File: src/rtl/core/caf_pkg.sv
// Package for the 8-bit CPU ALU with flags: opcodes, DAA constants and stage payload types.
// Used by caf_decode, caf_execute, caf_writeback and cpu_alu_with_flags_core.
// No dependencies.
package caf_pkg;

    typedef enum logic [4:0] {
        OP_ADD   = 5'd0,
        OP_ADC   = 5'd1,
        OP_SUB   = 5'd2,
        OP_SBC   = 5'd3,
        OP_AND   = 5'd4,
        OP_XOR   = 5'd5,
        OP_OR    = 5'd6,
        OP_CP    = 5'd7,
        OP_INC   = 5'd8,
        OP_DEC   = 5'd9,
        OP_RLC   = 5'd10,
        OP_RRC   = 5'd11,
        OP_RL    = 5'd12,
        OP_RR    = 5'd13,
        OP_SLA   = 5'd14,
        OP_SRA   = 5'd15,
        OP_SWAP  = 5'd16,
        OP_SRL   = 5'd17,
        OP_BIT   = 5'd18,
        OP_RES   = 5'd19,
        OP_SET   = 5'd20,
        OP_DAA   = 5'd21,
        OP_CPL   = 5'd22,
        OP_SCF   = 5'd23,
        OP_CCF   = 5'd24,
        OP_RLCA  = 5'd25,
        OP_RRCA  = 5'd26,
        OP_RLA   = 5'd27,
        OP_RRA   = 5'd28,
        OP_ADD16 = 5'd29,
        OP_ADDSP = 5'd30
    } op_t;

    localparam logic [7:0] DAA_LIMIT  = 8'h99;
    localparam logic [7:0] DAA_HI_ADJ = 8'h60;
    localparam logic [7:0] DAA_LO_ADJ = 8'h06;
    localparam logic [3:0] DIGIT_MAX  = 4'h9;

    // one input transaction
    typedef struct packed {
        logic [4:0]  operation;
        logic [15:0] first_value;
        logic [15:0] second_value;
        logic [2:0]  bit_select;
        logic        zero_in;
        logic        negative_in;
        logic        half_in;
        logic        carry_in;
    } alu_in_t;

    // one result transaction
    typedef struct packed {
        logic [15:0] result_value;
        logic        zero_out;
        logic        negative_out;
        logic        half_out;
        logic        carry_out;
    } alu_out_t;

    // decode -> execute
    typedef struct packed {
        op_t         op;
        logic [15:0] x;
        logic [15:0] y;
        logic        cin;
        logic        daa_carry;
        logic [15:0] w1;
        logic [7:0]  v;
        logic [2:0]  bs;
        logic        z;
        logic        n;
        logic        h;
        logic        c;
    } dec_t;

    // execute -> writeback
    typedef struct packed {
        logic [15:0] r;
        logic        setz;
        logic        z;
        logic        n;
        logic        h;
        logic        c;
    } exe_t;

endpackage

File: src/rtl/core/caf_decode.sv
// First pipeline stage: operation decode, adder operand selection and DAA correction.
// Depends on caf_pkg.
module caf_decode (
    input  logic             clk,
    input  logic             rst_n,
    input  logic             in_valid,
    input  caf_pkg::alu_in_t cmd,
    output logic             out_valid,
    output caf_pkg::dec_t    dec
);

    logic          valid_reg;
    caf_pkg::dec_t dec_reg;
    caf_pkg::dec_t dec_next;

    logic [7:0] a;
    logic [7:0] v;
    logic       hi_adj;
    logic       lo_adj;
    logic [7:0] corr;

    always_comb
    begin
        a = cmd.first_value[7:0];
        v = cmd.second_value[7:0];

        // after add: high test uses the raw byte, low nibble is unchanged by +0x60
        if (cmd.negative_in)
        begin
            hi_adj = cmd.carry_in;
            lo_adj = cmd.half_in;
        end
        else
        begin
            hi_adj = cmd.carry_in | (a > caf_pkg::DAA_LIMIT);
            lo_adj = cmd.half_in | (a[3:0] > caf_pkg::DIGIT_MAX);
        end
        corr = (hi_adj ? caf_pkg::DAA_HI_ADJ : 8'h00) | (lo_adj ? caf_pkg::DAA_LO_ADJ : 8'h00);

        dec_next.op        = caf_pkg::op_t'(cmd.operation);
        dec_next.x         = {8'h00, a};
        dec_next.y         = 16'h0000;
        dec_next.cin       = 1'b0;
        dec_next.daa_carry = hi_adj;
        dec_next.w1        = cmd.first_value;
        dec_next.v         = v;
        dec_next.bs        = cmd.bit_select;
        dec_next.z         = cmd.zero_in;
        dec_next.n         = cmd.negative_in;
        dec_next.h         = cmd.half_in;
        dec_next.c         = cmd.carry_in;

        // subtraction is a + ~b + 1 - borrow
        unique case (cmd.operation)
            caf_pkg::OP_ADD:
            begin
                dec_next.y = {8'h00, v};
            end
            caf_pkg::OP_ADC:
            begin
                dec_next.y   = {8'h00, v};
                dec_next.cin = cmd.carry_in;
            end
            caf_pkg::OP_SUB, caf_pkg::OP_CP:
            begin
                dec_next.y   = {8'h00, ~v};
                dec_next.cin = 1'b1;
            end
            caf_pkg::OP_SBC:
            begin
                dec_next.y   = {8'h00, ~v};
                dec_next.cin = ~cmd.carry_in;
            end
            caf_pkg::OP_INC:
            begin
                dec_next.cin = 1'b1;
            end
            caf_pkg::OP_DEC:
            begin
                dec_next.y = 16'h00FF;
            end
            caf_pkg::OP_DAA:
            begin
                if (cmd.negative_in)
                begin
                    dec_next.y   = {8'h00, ~corr};
                    dec_next.cin = 1'b1;
                end
                else
                begin
                    dec_next.y = {8'h00, corr};
                end
            end
            caf_pkg::OP_ADD16:
            begin
                dec_next.x = cmd.first_value;
                dec_next.y = cmd.second_value;
            end
            caf_pkg::OP_ADDSP:
            begin
                dec_next.x = cmd.first_value;
                dec_next.y = {{8{v[7]}}, v};
            end
            default:
            begin
                dec_next.y = 16'h0000;
            end
        endcase
    end

    always_ff @(posedge clk or negedge rst_n)
    begin
        if (!rst_n)
        begin
            valid_reg <= 1'b0;
        end
        else
        begin
            valid_reg <= in_valid;
        end
    end

    always_ff @(posedge clk)
    begin
        dec_reg <= dec_next;
    end

    assign out_valid = valid_reg;
    assign dec       = dec_reg;

endmodule

File: src/rtl/core/caf_execute.sv
// Second pipeline stage: nibble-sliced 16-bit adder, logic, shift and bit operations.
// Depends on caf_pkg.
module caf_execute (
    input  logic          clk,
    input  logic          rst_n,
    input  logic          in_valid,
    input  caf_pkg::dec_t dec,
    output logic          out_valid,
    output caf_pkg::exe_t exe
);

    logic          valid_reg;
    caf_pkg::exe_t exe_reg;
    caf_pkg::exe_t exe_next;

    logic [4:0]  s0;
    logic [4:0]  s1;
    logic [4:0]  s2;
    logic [4:0]  s3;
    logic [15:0] sum;
    logic [7:0]  a;
    logic [7:0]  v;
    logic [7:0]  mask;

    always_comb
    begin
        s0   = {1'b0, dec.x[3:0]} + {1'b0, dec.y[3:0]} + {4'h0, dec.cin};
        s1   = {1'b0, dec.x[7:4]} + {1'b0, dec.y[7:4]} + {4'h0, s0[4]};
        s2   = {1'b0, dec.x[11:8]} + {1'b0, dec.y[11:8]} + {4'h0, s1[4]};
        s3   = {1'b0, dec.x[15:12]} + {1'b0, dec.y[15:12]} + {4'h0, s2[4]};
        sum  = {s3[3:0], s2[3:0], s1[3:0], s0[3:0]};
        a    = dec.w1[7:0];
        v    = dec.v;
        mask = 8'h01 << dec.bs;

        exe_next.r    = {8'h00, a};
        exe_next.setz = 1'b1;
        exe_next.z    = dec.z;
        exe_next.n    = dec.n;
        exe_next.h    = dec.h;
        exe_next.c    = dec.c;

        unique case (dec.op)
            caf_pkg::OP_ADD, caf_pkg::OP_ADC:
            begin
                exe_next.r = {8'h00, sum[7:0]};
                exe_next.n = 1'b0;
                exe_next.h = s0[4];
                exe_next.c = s1[4];
            end
            caf_pkg::OP_SUB, caf_pkg::OP_SBC:
            begin
                exe_next.r = {8'h00, sum[7:0]};
                exe_next.n = 1'b1;
                exe_next.h = ~s0[4];
                exe_next.c = ~s1[4];
            end
            caf_pkg::OP_CP:
            begin
                exe_next.setz = 1'b0;
                exe_next.z    = (sum[7:0] == 8'h00);
                exe_next.n    = 1'b1;
                exe_next.h    = ~s0[4];
                exe_next.c    = ~s1[4];
            end
            caf_pkg::OP_AND:
            begin
                exe_next.r = {8'h00, a & v};
                exe_next.n = 1'b0;
                exe_next.h = 1'b1;
                exe_next.c = 1'b0;
            end
            caf_pkg::OP_XOR:
            begin
                exe_next.r = {8'h00, a ^ v};
                exe_next.n = 1'b0;
                exe_next.h = 1'b0;
                exe_next.c = 1'b0;
            end
            caf_pkg::OP_OR:
            begin
                exe_next.r = {8'h00, a | v};
                exe_next.n = 1'b0;
                exe_next.h = 1'b0;
                exe_next.c = 1'b0;
            end
            caf_pkg::OP_INC:
            begin
                exe_next.r = {8'h00, sum[7:0]};
                exe_next.n = 1'b0;
                exe_next.h = s0[4];
            end
            caf_pkg::OP_DEC:
            begin
                exe_next.r = {8'h00, sum[7:0]};
                exe_next.n = 1'b1;
                exe_next.h = ~s0[4];
            end
            caf_pkg::OP_RLC, caf_pkg::OP_RLCA:
            begin
                exe_next.r = {8'h00, a[6:0], a[7]};
                exe_next.n = 1'b0;
                exe_next.h = 1'b0;
                exe_next.c = a[7];
            end
            caf_pkg::OP_RRC, caf_pkg::OP_RRCA:
            begin
                exe_next.r = {8'h00, a[0], a[7:1]};
                exe_next.n = 1'b0;
                exe_next.h = 1'b0;
                exe_next.c = a[0];
            end
            caf_pkg::OP_RL, caf_pkg::OP_RLA:
            begin
                exe_next.r = {8'h00, a[6:0], dec.c};
                exe_next.n = 1'b0;
                exe_next.h = 1'b0;
                exe_next.c = a[7];
            end
            caf_pkg::OP_RR, caf_pkg::OP_RRA:
            begin
                exe_next.r = {8'h00, dec.c, a[7:1]};
                exe_next.n = 1'b0;
                exe_next.h = 1'b0;
                exe_next.c = a[0];
            end
            caf_pkg::OP_SLA:
            begin
                exe_next.r = {8'h00, a[6:0], 1'b0};
                exe_next.n = 1'b0;
                exe_next.h = 1'b0;
                exe_next.c = a[7];
            end
            caf_pkg::OP_SRA:
            begin
                exe_next.r = {8'h00, a[7], a[7:1]};
                exe_next.n = 1'b0;
                exe_next.h = 1'b0;
                exe_next.c = a[0];
            end
            caf_pkg::OP_SWAP:
            begin
                exe_next.r = {8'h00, a[3:0], a[7:4]};
                exe_next.n = 1'b0;
                exe_next.h = 1'b0;
                exe_next.c = 1'b0;
            end
            caf_pkg::OP_SRL:
            begin
                exe_next.r = {8'h00, 1'b0, a[7:1]};
                exe_next.n = 1'b0;
                exe_next.h = 1'b0;
                exe_next.c = a[0];
            end
            caf_pkg::OP_BIT:
            begin
                exe_next.setz = 1'b0;
                exe_next.z    = ~a[dec.bs];
                exe_next.n    = 1'b0;
                exe_next.h    = 1'b1;
            end
            caf_pkg::OP_RES:
            begin
                exe_next.r    = {8'h00, a & ~mask};
                exe_next.setz = 1'b0;
            end
            caf_pkg::OP_SET:
            begin
                exe_next.r    = {8'h00, a | mask};
                exe_next.setz = 1'b0;
            end
            caf_pkg::OP_DAA:
            begin
                exe_next.r = {8'h00, sum[7:0]};
                exe_next.h = 1'b0;
                exe_next.c = dec.n ? dec.c : dec.daa_carry;
            end
            caf_pkg::OP_CPL:
            begin
                exe_next.r    = {8'h00, ~a};
                exe_next.setz = 1'b0;
                exe_next.n    = 1'b1;
                exe_next.h    = 1'b1;
            end
            caf_pkg::OP_SCF:
            begin
                exe_next.setz = 1'b0;
                exe_next.n    = 1'b0;
                exe_next.h    = 1'b0;
                exe_next.c    = 1'b1;
            end
            caf_pkg::OP_CCF:
            begin
                exe_next.setz = 1'b0;
                exe_next.n    = 1'b0;
                exe_next.h    = 1'b0;
                exe_next.c    = ~dec.c;
            end
            caf_pkg::OP_ADD16:
            begin
                exe_next.r    = sum;
                exe_next.setz = 1'b0;
                exe_next.n    = 1'b0;
                exe_next.h    = s2[4];
                exe_next.c    = s3[4];
            end
            caf_pkg::OP_ADDSP:
            begin
                exe_next.r    = sum;
                exe_next.setz = 1'b0;
                exe_next.z    = 1'b0;
                exe_next.n    = 1'b0;
                exe_next.h    = s0[4];
                exe_next.c    = s1[4];
            end
            default:
            begin
                // unused code: value and flags pass through
                exe_next.r    = dec.w1;
                exe_next.setz = 1'b0;
            end
        endcase

        // accumulator rotates always clear zero
        if (dec.op == caf_pkg::OP_RLCA || dec.op == caf_pkg::OP_RRCA ||
            dec.op == caf_pkg::OP_RLA || dec.op == caf_pkg::OP_RRA)
        begin
            exe_next.setz = 1'b0;
            exe_next.z    = 1'b0;
        end
    end

    always_ff @(posedge clk or negedge rst_n)
    begin
        if (!rst_n)
        begin
            valid_reg <= 1'b0;
        end
        else
        begin
            valid_reg <= in_valid;
        end
    end

    always_ff @(posedge clk)
    begin
        exe_reg <= exe_next;
    end

    assign out_valid = valid_reg;
    assign exe       = exe_reg;

endmodule

File: src/rtl/core/caf_writeback.sv
// Third pipeline stage: zero flag from the 8-bit result and the registered result strobe.
// Depends on caf_pkg.
module caf_writeback (
    input  logic             clk,
    input  logic             rst_n,
    input  logic             in_valid,
    input  caf_pkg::exe_t    exe,
    output logic             done,
    output caf_pkg::alu_out_t rsp
);

    logic              done_reg;
    caf_pkg::alu_out_t rsp_reg;
    caf_pkg::alu_out_t rsp_next;

    always_comb
    begin
        rsp_next.result_value = exe.r;
        rsp_next.zero_out     = exe.setz ? (exe.r[7:0] == 8'h00) : exe.z;
        rsp_next.negative_out = exe.n;
        rsp_next.half_out     = exe.h;
        rsp_next.carry_out    = exe.c;
    end

    always_ff @(posedge clk or negedge rst_n)
    begin
        if (!rst_n)
        begin
            done_reg <= 1'b0;
        end
        else
        begin
            done_reg <= in_valid;
        end
    end

    always_ff @(posedge clk)
    begin
        rsp_reg <= rsp_next;
    end

    assign done = done_reg;
    assign rsp  = rsp_reg;

endmodule

File: src/rtl/core/cpu_alu_with_flags_core.sv
// Top level of the 8-bit CPU ALU with flags: decode, execute and writeback stages.
// Depends on caf_pkg, caf_decode, caf_execute and caf_writeback.
//
//  channel   ports                 direction  transfer
//  command   start, busy, cmd      in         start && !busy at a rising edge
//  result    done, rsp             out        done high for one cycle, taken at its end
//
// Every command transaction passes through the decode, execute and writeback registers
// before its result appears; one transaction may enter each cycle.
// busy is held low: the pipeline never stalls and the result side cannot stall.
// rst_n clears the stage valid bits asynchronously; data registers are not reset.
module cpu_alu_with_flags_core (
    input  logic              clk,
    input  logic              rst_n,
    input  logic              start,
    output logic              busy,
    input  caf_pkg::alu_in_t  cmd,
    output logic              done,
    output caf_pkg::alu_out_t rsp
);

    logic          dec_valid;
    caf_pkg::dec_t dec;
    logic          exe_valid;
    caf_pkg::exe_t exe;
    logic          accept;

    assign busy   = 1'b0;
    assign accept = start & ~busy;

    caf_decode u_decode (
        .clk       (clk),
        .rst_n     (rst_n),
        .in_valid  (accept),
        .cmd       (cmd),
        .out_valid (dec_valid),
        .dec       (dec)
    );

    caf_execute u_execute (
        .clk       (clk),
        .rst_n     (rst_n),
        .in_valid  (dec_valid),
        .dec       (dec),
        .out_valid (exe_valid),
        .exe       (exe)
    );

    caf_writeback u_writeback (
        .clk      (clk),
        .rst_n    (rst_n),
        .in_valid (exe_valid),
        .exe      (exe),
        .done     (done),
        .rsp      (rsp)
    );

    a_latency : assert property (@(posedge clk) disable iff (!rst_n)
        accept |-> ##3 done)
        else $error("command transaction did not complete in three cycles");

    a_no_spurious : assert property (@(posedge clk) disable iff (!rst_n)
        done |-> $past(accept, 3))
        else $error("result strobe without a matching command transaction");

    a_byte_result : assert property (@(posedge clk) disable iff (!rst_n)
        (done && $past(cmd.operation, 3) <= caf_pkg::OP_RRA) |-> (rsp.result_value[15:8] == 8'h00))
        else $error("upper result byte nonzero on an 8-bit operation");

    a_rot_zero : assert property (@(posedge clk) disable iff (!rst_n)
        (done && ($past(cmd.operation, 3) == caf_pkg::OP_RLCA ||
                  $past(cmd.operation, 3) == caf_pkg::OP_RRCA ||
                  $past(cmd.operation, 3) == caf_pkg::OP_RLA ||
                  $past(cmd.operation, 3) == caf_pkg::OP_RRA)) |-> !rsp.zero_out)
        else $error("accumulator rotate left zero flag set");

endmodule

File: config.mk
export PLATFORM = sky130hd
export DESIGN_NAME = cpu_alu_with_flags_core
export DESIGN_NICKNAME = d
export VERILOG_FILES = /design/src/rtl/core/caf_pkg.sv /design/src/rtl/core/caf_decode.sv /design/src/rtl/core/caf_execute.sv /design/src/rtl/core/caf_writeback.sv /design/src/rtl/core/cpu_alu_with_flags_core.sv
export SDC_FILE = /design/constraint.sdc
export NUM_CORES = 1
export LEC_CHECK = 0
export ABC_CLOCK_PERIOD_IN_PS = 5400
export BUFFER_PORTS_ARGS = -buffer_cell sky130_fd_sc_hd__buf_2
export CAP_MARGIN = 25
export CORE_MARGIN = 2
export CORE_UTILIZATION = 55
export CTS_CLUSTER_SIZE = 30
export DETAILED_ROUTE_END_ITERATION = 8
export GPL_TIMING_DRIVEN = 0
export HOLD_SLACK_MARGIN = 0.03
export MAX_ROUTING_LAYER = met4
export PLACE_DENSITY = 0.84
export RECOVER_POWER = 50
export SYNTH_ARGS = -nofsm -noshare
export SYNTH_HDL_FRONTEND = slang
export SYNTH_SLANG_ARGS = --single-unit
File: constraint.sdc
create_clock -name clk -period 5.4 [get_ports clk]
set_clock_uncertainty 0.05 [all_clocks]
set_input_delay 1.08 -clock clk [delete_from_list [all_inputs] [get_ports clk]]
set_output_delay 1.08 -clock clk [all_outputs]
set_load 0.1 [all_outputs]
; ---- Word-level counts from Yosys, hierarchy flattened
; Cells that the tools add are included.
; W data, S select, Z words.
[totals]
ff_bits = 114
elab_cells = 143
inputBits = 47
[op_classes]
n_addsub = 8
mux = 18
bitwise = 17
shift = 1
magnitude_cmp = 3
n_reduce_logical = 30
n_eq_ne = 39
[op_table]
columns = cell, n
row1 = $pmux W16 S17, 1
row2 = $pmux W16 S6, 1
row3 = $eq A5 B5 Y1 const B, 18
row4 = $eq A5 B4 Y1 const B, 10
row5 = $not A8 Y8, 4
row6 = $eq A5 B3 Y1 const B, 5
row7 = $or A8 B8 Y8, 3
row8 = $reduce_or A23 Y1, 1
row9 = $reduce_or A22 Y1, 1
row10 = $add A4 B4 Y5, 4
row11 = $add A5 B1 Y5, 4
row12 = $eq A5 B2 Y1 const B, 4
row13 = $reduce_or A17 Y1, 1
row14 = $and A8 B8 Y8, 2
row15 = $logic_not A8 Y1, 2
row16 = $reduce_or A4 Y1, 4
row17 = $reduce_or A3 Y1, 5
row18 = $reduce_or A2 Y1, 7
row19 = $eq A5 B1 Y1 const B, 2
row20 = $logic_not A5 Y1, 2
row21 = $reduce_or A5 Y1, 2
row22 = $pmux W1 S9, 1
row23 = $gt A8 B8 Y1 const B, 1
row24 = $mux W8, 1
row25 = 17 further kinds, 30

; ---- Logic depth before layout (Yosys ltp)
; Gate-level depths: netlist (run 1).
[logic_depth]
depth_word = 8
ltp_mapped = 24
mapped_depth_nobuf = 24

; ---- Modules after synthesis
; From an unflattened synthesis (run 1), not the netlist that was laid out.
[hier_totals]
cells_unflattened = 606
area_unflattened_um2 = 5592.9
[by_module_without_submodules]
columns = module, cells_per_inst, seq_area_each_um2, area_each_um2, instances
row1 = caf_execute, 407, 445.4, 3111.7, 1
row2 = caf_decode, 171, 1266.2, 2006.9, 1
row3 = caf_writeback, 26, 425.4, 462.9, 1
row4 = cpu_alu_with_flags_core, 2, 0.0, 11.3, 1

; ---- Worst setup path after synthesis (run 1)
; No wires, ideal clock.
[synth_path]
path_kind = register to register
from = register, netlist name u_decode.dec[16]
to = register u_execute.exe_reg (netlist bit u_execute.exe[0])
path_stages_with_launch = 25
setup_time_ps = 78
arrival_ps = 4595
path_slack_ps = 677
required_time_ps = 5272
path_cell_list = dfxtp_1 clkbuf_1 inv_1 fa_1 inv_1 a21o_1 a21oi_1 fa_1 fa_1 inv_1 a21o_1 a21oi_1 fa_1 fa_1 inv_1 a21o_1 a21oi_1 fa_1 inv_1 fa_1 a21o_1 a21oi_1 o22ai_1 a32oi_1 a32oi_1
[synth_lines]
columns = element, line_no
row1 = "end signal, assigned", caf_execute.sv:247  ; exe_reg <= exe_next;
row2 = "end, declared", caf_execute.sv:13  ; caf_pkg::exe_t exe_reg;

==> results of run 1 <==
==> final cells by class <==
| type | instances | area (sq um) |
|---|---|---|
| plain buffers | 37 | 226 |
| inverters | 32 | 120 |
| flip-flops and latches | 106 | 2140 |
| repair buffers | 67 | 305 |
| clock buffers | 9 | 124 |
| fillers | 786 | 3270 |
| well taps | 129 | 161 |
| clock inverters | 7 | 88.8 |
| multi-input cells | 410 | 2840 |
==> per-stage QoR <==
stage                     setup TNS [ns]  hold slack, ns
final                                  0           0.288
after global routing                   0           0.294
after CTS                              0           0.286
after detailed placement          -0.481           0.262
after global placement            -0.469           0.260
after floorplan                        0           0.260
==> final timing paths <==
path                             startpoint                   to  slack (ns)  cells past startpoint
min in group asynchronous             rst_n     u_writeback.done        0.43                      1
max reg2reg                u_decode.dec[16]     u_execute.exe[0]        0.22                     24
min                        u_execute.exe[0]   u_writeback.rsp[0]        0.29                      0
max                        u_decode.dec[16]     u_execute.exe[0]        0.22                     24
max in group asynchronous             rst_n  u_execute.out_valid        4.73                      1
min reg2reg                u_execute.exe[0]   u_writeback.rsp[0]        0.29                      0
==> cells in the mapped netlist (all sizes together) (5+ instances only) <==
master / number / area [sq um]
a31oi: 5 / 31.3
xor2: 5 / 43.8
a221oi: 5 / 50.0
fa: 8 / 160
o211ai: 9 / 67.6
nor3: 19 / 111
a211oi: 11 / 87.6
buf: 26 / 178
nand2: 53 / 201
a22o: 7 / 61.3
xnor2: 9 / 78.8
a21boi: 6 / 48.8
o22ai: 5 / 31.3
nor3b: 7 / 57.6
nand4: 7 / 43.8
mux2i: 8 / 80.1
a22oi: 7 / 52.6
or3: 5 / 31.3
nand3: 13 / 65.1
o21ai: 38 / 190
and2: 11 / 68.8
dfxtp: 103 / 2060
inv: 32 / 120
ha: 12 / 150
clkbuf: 11 / 41.3
nand2b: 9 / 56.3
nor2b: 12 / 77.6
a21o: 17 / 128
a21oi: 24 / 120
nor2: 33 / 131
==> cells by family (layout without fill, tap and decap cells) <==
| kind of cell | count (synthesis) | after routing |
|---|---|---|
| xor+xnor | 14 | 14 |
| other cells | 1 | 1 |
| simple gates | 193 | 193 |
| buf+inv | 69 | 152 |
| fa+ha+maj | 20 | 20 |
| mux | 12 | 12 |
| flops | 106 | 106 |
| compound gates | 170 | 170 |
==> per-layer routing <==
layer  track usage [%]  part of all wire (%)  up-vias
met4              12.4                   3.7        0
met3              6.09                    12       67
met5                 -                     0        -
li1                  -                     -     2258
met2              51.3                    45      373
met1              44.2                    40     2298
==> worst max-delay path, stage by stage, from the launching register on <==
cell and delay, ns:
dfxtp_1 0.40, buf_6 0.16, inv_1 0.07, fa_1 0.46
inv_1 0.07, a21o_1 0.15, a21oi_4 0.10, fa_1 0.42
fa_1 0.42, inv_1 0.08, a21o_1 0.16, a21oi_4 0.10
fa_1 0.41, fa_1 0.42, inv_1 0.08, a21o_1 0.15
a21oi_4 0.09, fa_1 0.36, inv_1 0.09, fa_1 0.22
a21o_1 0.12, a21oi_1 0.07, o22ai_1 0.14, a32oi_1 0.08
a32oi_1 0.23
==> report_power, final <==
part	switching, mW	internal, mW
combinational	0.299	0.118
sequential	0.0340	0.839
clock	0.330	0.191
==> impl_metrics.json, run 1 <==
{
  "grt_pass1_vias": 4712,
  "ir_drop_mv": 0.162,
  "drcViolationCount": 0,
  "dp_slack_ns": -0.479,
  "synth_top_family_by_area": "compound AO/OA/AOI/OAI gates",
  "start_util_pct": 56.9,
  "clk_pin_slew_worst_paths_ns": 0.12,
  "largest_reg_flops": 62,
  "dp.cells": 781,
  "synthFlopType": "dfxtp_1",
  "fin_crit_ns": 5.18,
  "mostFrequentLayoutCell": "dfxtp_1",
  "seq_area_frac_synth_pct": 40.4,
  "wl_per_cell_um": 20.6,
  "power.density_mw_per_mm2": 301,
  "cts_setup_buffers": 0,
  "coreArea_sq_mm": 0.00928,
  "slew_viol_final": 0,
  "stdcell_area_sq_mm": 0.00601,
  "clock_latency_ns": 0.39,
  "numCtsBuffers": 9,
  "placed_cell_area_sq_mm": 0.00578,
  "yosysWarnings": 0,
  "vias_per_cell": 6.27,
  "layout_worst_path_cycle_share_pct": 95.9,
  "postLayoutCoreUtil_pct": 64.7,
  "n_antenna_cell": 0,
  "std_cell_rows": 35,
  "root_buffer": "clkbuf_8",
  "slew_headroom_pct": 36.6,
  "worstSetupEndpointType": "register",
  "gp_congestion": 1.08,
  "timing.final.ws_setup_ns": 0.224,
  "ys_ff_latch": 106,
  "dieArea_sq_mm": 0.0104,
  "area_growth_pct": 13.7,
  "grt_max_degree": 23,
  "power.total_mw": 1.81,
  "cts_tree": "built",
  "ant_nets": 0,
  "leakage_nw": 2.55,
  "max_freq_mhz": 193,
  "drt-total-wl_um": 16400,
  "cp_max_fo": 9,
  "antenna_found_initial": 0,
  "die_height_um": 102,
  "cp-start-kind": "register",
  "yosys.area_share.simple_pct": 19.3,
  "crit_type": "register to register",
  "grt_pass1_wl_um": 25400,
  "synth_compound_area_share_pct": 22.8,
  "stdcell_count": 797,
  "synth-async-reset-ratio_pct": 2.83,
  "clkSinkCount": 106,
  "synth_mux_area_share_pct": 2.79,
  "dpl.hpwl_um": 12100,
  "synth-edff-count": 0,
  "synthCells": 585,
  "grt_usage_pct": 33.4,
  "syn_area_sq_mm": 0.00529,
  "synth_adder_area_share_pct": 5.87,
  "ctsResizeCount": 3,
  "numPortBuffers": 67,
  "hold_viol_final": 0,
  "fin_nets": 730,
  "hold_class": "register to register",
  "h-tree-depth": 3,
  "ctsLongestPathBuffers": 2,
  "vias": 4996,
  "synthXorXnorAreaFrac_pct": 2.32,
  "overflow": 0,
  "grt_setup_unrepaired": "false",
  "drt_first_pass_iters": 6,
  "drv_cap": 0,
  "tightest_slew_ns": 0.948,
  "status": "completed",
  "cp.required_ns": 5.65,
  "synth_area_per_cell_sq_um": 9.04,
  "cts_hold_buf": 0,
  "crit_arrival_ns": 5.43,
  "setup_viol": 0,
  "ys_types": 86,
  "drive_gt1_share_pct": 16.2,
  "io_pins": 69,
  "drtIter0Drc": 752,
  "final_cell_mix": "dfxtp_1 (102), buf_2 (56), nand2_1 (52)",
  "dieWidth_um": 102,
  "syn_nets": 652
}
Note: power is estimated with default switching activity, not from simulation.
==> run 2, diff against run 1 <==
Settings changed: CELL_PAD_IN_SITES_DETAIL_PLACEMENT set to 0, CELL_PAD_IN_SITES_GLOBAL_PLACEMENT set to 1, CORE_MARGIN 2 to 1.5, CORE_UTILIZATION 55 to 35, PLACE_DENSITY 0.84 to 0.74.
==> run 2 against run 1 <==
Net effect:
- the flow now finishes with violations (DRC)
- cell area up 2.8%
- worst setup slack better by 0.14 ns
- fmax rose by 2.7%
- utilization fell by 23 points
- sequential cell count unchanged
- die area grew 52%
- sequential power is essentially flat
- clock power up 26%
- sequential share of layout area fell by 1.0 points
- highest routed layer unchanged
==> impl_metrics.json, run 2 (same netlist as run 1, synthesis figures left out) <==
{
  "status": "complete, but fails checks",
  "dpl.hpwl_um": 13200,
  "grt_pass1_wl_um": 27000,
  "multi_input_area_sq_mm": 0.00284,
  "std_cell_rows": 44,
  "tightest_slew_ns": 1.01,
  "hold_class": "register to register",
  "drt-total-wl_um": 17700,
  "regToRegStartpoint": "u_decode.dec[15]",
  "numPortBuffers": 67,
  "crit_type": "register to register",
  "drcViolationCount": 1,
  "gp_congestion": 0.977,
  "leakage_nw": 2.61,
  "vias": 4881,
  "clkSinkCount": 106,
  "drv_cap": 0,
  "slew_headroom_pct": 32.4,
  "timing.final.ws_setup_ns": 0.360,
  "cts_hold_buf": 0,
  "rrSetupSlack_ns": 0.36,
  "h-tree-depth": 3,
  "max_stage_delay_ns": 0.42,
  "area_growth_pct": 16.9,
  "final-seq-area_sq_mm": 0.00214,
  "hold_start": "u_execute.exe[1]",
  "wl_per_cell_um": 20.7,
  "n_antenna_cell": 0,
  "setup_viol": 0,
  "numCtsBuffers": 9,
  "clk_pin_slew_worst_paths_ns": 0.07,
  "start_util_pct": 36.1,
  "startpoint": "u_decode.dec[15]",
  "rr_endpoint": "u_execute.exe[0]",
  "worstSetupEndpointType": "register",
  "hold_depth": 0,
  "grt_usage_pct": 23.3,
  "largest_reg_flops": 62,
  "drtIter0Drc": 437,
  "grt_pass1_vias": 4730,
  "max_freq_mhz": 198,
  "crit_arrival_ns": 5.27,
  "final_cell_mix": "dfxtp_1 (102), buf_2 (59), nand2_1 (52)",
  "fin_crit_ns": 5.04,
  "overflow": 0,
  "hold_viol_final": 0,
  "ir_drop_mv": 0.148,
  "cp-start-kind": "register",
  "cp_max_fo": 4,
  "fin_nets": 732,
  "antenna_found_initial": 0,
  "ant_nets": 0,
  "crit_slowest_cell": "dfxtp_2",
  "ctsLongestPathBuffers": 2,
  "io_pins": 69,
  "crit_chain": "fa_1 -> inv_1 -> fa_1 -> inv_1 -> a21o_1 -> a21oi_4 -> fa_2 -> fa_1 -> inv_1 -> a21o_1 -> a21oi_4 -> fa_2 -> fa_1 -> inv_1 -> a21o_1 -> a21oi_2 -> fa_1 -> inv_1 -> fa_1 -> a21o_1 -> a21oi_1 -> o22ai_1 -> a32oi_1 -> a32oi_1",
  "dieArea_sq_mm": 0.0158,
  "cp.required_ns": 5.63,
  "reg2reg_depth": 24,
  "dp_slack_ns": -0.589,
  "root_buffer": "clkbuf_16",
  "cp_common_cell": "fa_1",
  "drive_gt1_share_pct": 17.2,
  "layout_worst_path_cycle_share_pct": 93.3,
  "finalSetupTns_ns": 0,
  "grt_max_degree": 22,
  "slew_viol_final": 0,
  "vias_per_cell": 5.72,
  "dieWidth_um": 126,
  "n_fill_cell": 1491,
  "die_height_um": 126,
  "power.density_mw_per_mm2": 316,
  "drt_first_pass_iters": 9,
  "clock_latency_ns": 0.37,
  "hold_end": "u_writeback.rsp[1]",
  "mostFrequentLayoutCell": "dfxtp_1",
  "violations": "DRC",
  "coreArea_sq_mm": 0.0146,
  "cts_tree": "built",
  "grt_setup_unrepaired": "false"
}
## run 2: changes by cell type in the layout (fill, tap and decap cells not counted), sizes merged
cell,previous run,this run
buf,69,73
clkbuf,44,42
## run 2: cell type report
class | instances | area share, %
buffer | 37 | 3.60
clock inverter | 7 | 1.28
inverter | 32 | 1.94
timing repair buffer | 69 | 5.24
multi-input combinational | 410 | 46.0
clock buffer | 9 | 3.64
tap | 184 | 3.72
sequential | 106 | 34.6
## run 2: power breakdown
group          total, mW  internal (mW)  switching (mW)
Combinational      0.426          0.120           0.306
Sequential         0.871          0.839          0.0321
Clock              0.659          0.330           0.329
## run 2: what timing repair did
action                                  4_1_cts  5_1_grt
setup buffers                                 0        2
endpoints found under the setup margin        2        1
pin swaps                                     0        2
resized for setup                             5        6
## run 2: through the flow
| stage | instance area (sq um) | total power, mW | utilization, % | hold WS [ns] | cells |
|---|---|---|---|---|---|
| after floorplan | 5290 | 1.18 | - | 0.260 | 585 |
| after global placement | 5850 | 1.30 | 40.0 | 0.261 | 836 |
| after detailed placement | 5850 | 1.30 | 40.0 | 0.263 | 836 |
| after CTS | 6180 | 1.97 | 42.2 | 0.281 | 852 |
| after global routing | 6180 | 2.04 | 42.2 | 0.285 | 854 |
| final | 6180 | 1.96 | 42.2 | 0.279 | 854 |
## run 2: worst max path at each step
stage | slack [ns] | endpoint | cells after the start
2_1_floorplan | 0.68 | u_execute.exe[0] | 24
3_3_place_gp | -0.55 | u_execute.exe[0] | 24
3_5_place_dp | -0.59 | u_execute.exe[0] | 24
4_1_cts | 0.02 | u_execute.exe[0] | 24
5_1_grt | 0.1 | u_execute.exe[0] | 24
6_report | 0.36 | u_execute.exe[0] | 24
## run 2: metal layers
metal	global-route usage, %	part of all wire (%)	up-vias
met3	4.80	8.3	43
met2	34.9	45	228
met4	11.6	3.4	0
li1	-	-	2274
met5	-	0	-
met1	29.8	43	2336
## run 2: worst max-delay path: cells and delay by family, from the launching register on
kind            cells  cell delay (ns)
fa+ha+maj           8             2.78
flops               1             0.42
buf+inv             5             0.39
compound gates     11             1.32
==> run 3, diff against run 2 <==
Settings changed: RECOVER_POWER 50 to not set.
==> run 3 against run 2 <==
Net effect:
- cell area grew 0.43%
- combinational power is essentially flat
- the run still ends with DRC left
- critical path type unchanged
- non-clock buffer count is the same
- global-route usage is the same
==> impl_metrics.json, run 3 (same netlist as run 1, synthesis figures left out) <==
{
  "drive_gt1_share_pct": 20.3,
  "placed_cell_area_sq_mm": 0.00585,
  "dieArea_sq_mm": 0.0158,
  "cp_max_fo": 4,
  "path_delay_family": "adder cells",
  "slew_headroom_pct": 31.0,
  "violations": "DRC",
  "slew_viol_final": 0,
  "p_comb_share_pct": 21.9,
  "setup_viol": 0,
  "fin_nets": 732,
  "n_antenna_cell": 0,
  "finalSetupTns_ns": 0,
  "dpl.hpwl_um": 13200,
  "overflow": 0,
  "cp_num_buf_inv": 5,
  "p_sw_mw": 0.665,
  "startpoint": "u_decode.dec[15]",
  "power.total_mw": 1.96,
  "h-tree-depth": 3,
  "root_buffer": "clkbuf_16",
  "ctsLongestPathBuffers": 2,
  "numPortBuffers": 67,
  "coreArea_sq_mm": 0.0146,
  "vias": 4853,
  "io_pins": 69,
  "multi_input_area_sq_mm": 0.00284,
  "regToRegStartpoint": "u_decode.dec[15]",
  "crit_arrival_ns": 5.27,
  "pwr-share-seq_pct": 44.6,
  "hold_viol_final": 0,
  "dieWidth_um": 126,
  "cp.required_ns": 5.63,
  "area_growth_pct": 17.4,
  "grt_pass1_vias": 4730,
  "clk_pin_slew_worst_paths_ns": 0.07,
  "clkPwrFrac_pct": 33.6,
  "crit_slowest_cell": "dfxtp_2",
  "m1WireLength_um": 7450,
  "drt-total-wl_um": 17600,
  "p_sw_share_pct": 34.0,
  "std_cell_rows": 44,
  "cts_tree": "built",
  "internal-power_mw": 1.29,
  "n_fill_cell": 1479,
  "drcViolationCount": 1,
  "hold_start": "u_execute.exe[1]",
  "layout_worst_path_cycle_share_pct": 93.3,
  "grt_pass1_wl_um": 27000,
  "hold_class": "register to register",
  "max_stage_delay_ns": 0.42,
  "max_freq_mhz": 198,
  "wl_met2_um": 7960,
  "largest_reg_flops": 62,
  "numCtsBuffers": 9,
  "grt_max_degree": 22,
  "mostFrequentLayoutCell": "dfxtp_1",
  "drtIter0Drc": 400,
  "worstSetupEndpointType": "register",
  "grt_usage_pct": 23.3,
  "cp_common_cell": "fa_1",
  "met3_length_um": 1570,
  "wl_per_cell_um": 20.6,
  "ir_drop_mv": 0.148,
  "crit_chain": "fa_1 -> inv_1 -> fa_1 -> inv_1 -> a21o_1 -> a21oi_4 -> fa_2 -> fa_1 -> inv_1 -> a21o_1 -> a21oi_4 -> fa_2 -> fa_1 -> inv_1 -> a21o_1 -> a21oi_2 -> fa_1 -> inv_1 -> fa_1 -> a21o_1 -> a21oi_1 -> o22ai_1 -> a32oi_1 -> a32oi_1",
  "cp-start-kind": "register",
  "drv_cap": 0,
  "highest_layer": "met4",
  "cts_hold_buf": 0,
  "start_util_pct": 36.1,
  "grt_setup_unrepaired": "false",
  "fin_crit_ns": 5.04,
  "gp_congestion": 0.977,
  "vias_per_cell": 5.68,
  "clkSinkCount": 106,
  "antenna_found_initial": 0,
  "stdcell_area_sq_mm": 0.00621,
  "clock_latency_ns": 0.37,
  "power.density_mw_per_mm2": 315,
  "final_cell_mix": "dfxtp_1 (102), buf_2 (80), nand2_1 (52)",
  "ant_nets": 0,
  "drt_first_pass_iters": 9,
  "crit_type": "register to register",
  "leakage_nw": 2.67,
  "final-seq-area_sq_mm": 0.00214,
  "status": "complete, but fails checks",
  "rrSetupSlack_ns": 0.36,
  "die_height_um": 126,
  "tightest_slew_ns": 1.03
}
-- run 3: power groups by stage --
stage,Combinational (mW),Clock (mW),Sequential [mW]
after global placement,0.412,0,0.889
after detailed placement,0.414,0,0.890
final,0.427,0.656,0.872
after floorplan,0.180,0,1.00
after global routing,0.451,0.713,0.878
after CTS,0.418,0.678,0.871
-- run 3: metal layers --
layer / vias to the layer above / global-route usage, %
met5: - / -
met4: 0 / 11.6
met3: 46 / 4.80
met2: 240 / 34.9
met1: 2294 / 29.8
li1: 2273 / -
-- run 3: worst reg2reg max path: stages, from the launching register on --
cell	delay [ns]
dfxtp_2	0.42
fa_1	0.24
inv_1	0.06
fa_1	0.40
inv_1	0.07
a21o_1	0.15
a21oi_4	0.08
fa_2	0.36
fa_1	0.42
inv_1	0.08
a21o_1	0.15
a21oi_4	0.08
fa_2	0.36
fa_1	0.41
inv_1	0.08
a21o_1	0.12
a21oi_2	0.09
fa_1	0.38
inv_1	0.10
fa_1	0.21
a21o_1	0.13
a21oi_1	0.07
o22ai_1	0.14
a32oi_1	0.09
a32oi_1	0.23
-- run 3: cell type report --
class                      instances  area share (%)
buffer                            37            3.59
clock buffer                       9            3.63
clock inverter                     7            1.27
inverter                          32            1.94
multi-input combinational        410            45.8
sequential                       106            34.4
tap                              184            3.71
timing repair buffer              69            5.64
-- run 3: through the flow --
step,utilization [%],worst slack [ns],hold slack [ns],cells
after floorplan,-,0.677,0.260,585
after global routing,42.4,0.0987,0.285,854
final,42.4,0.360,0.279,854
after CTS,42.2,0.0173,0.281,852
after global placement,40.0,-0.553,0.261,836
after detailed placement,40.0,-0.589,0.263,836
-- run 3: repair_timing --
action                     in CTS  in global routing
gates resized for setup         5                  6
setup endpoints to repair       2                  1
pin swaps                       0                  2
buffers inserted                0                  2
-- run 3: worst paths after layout --
check | end | depth (start not counted)
worst max register to register | u_execute.exe[0] | 24
worst max-delay path | u_execute.exe[0] | 24
max in group asynchronous | u_execute.out_valid | 1
worst min register to register | u_writeback.rsp[1] | 0
min in group asynchronous | u_decode.out_valid | 1
worst min-delay path | u_writeback.rsp[1] | 0
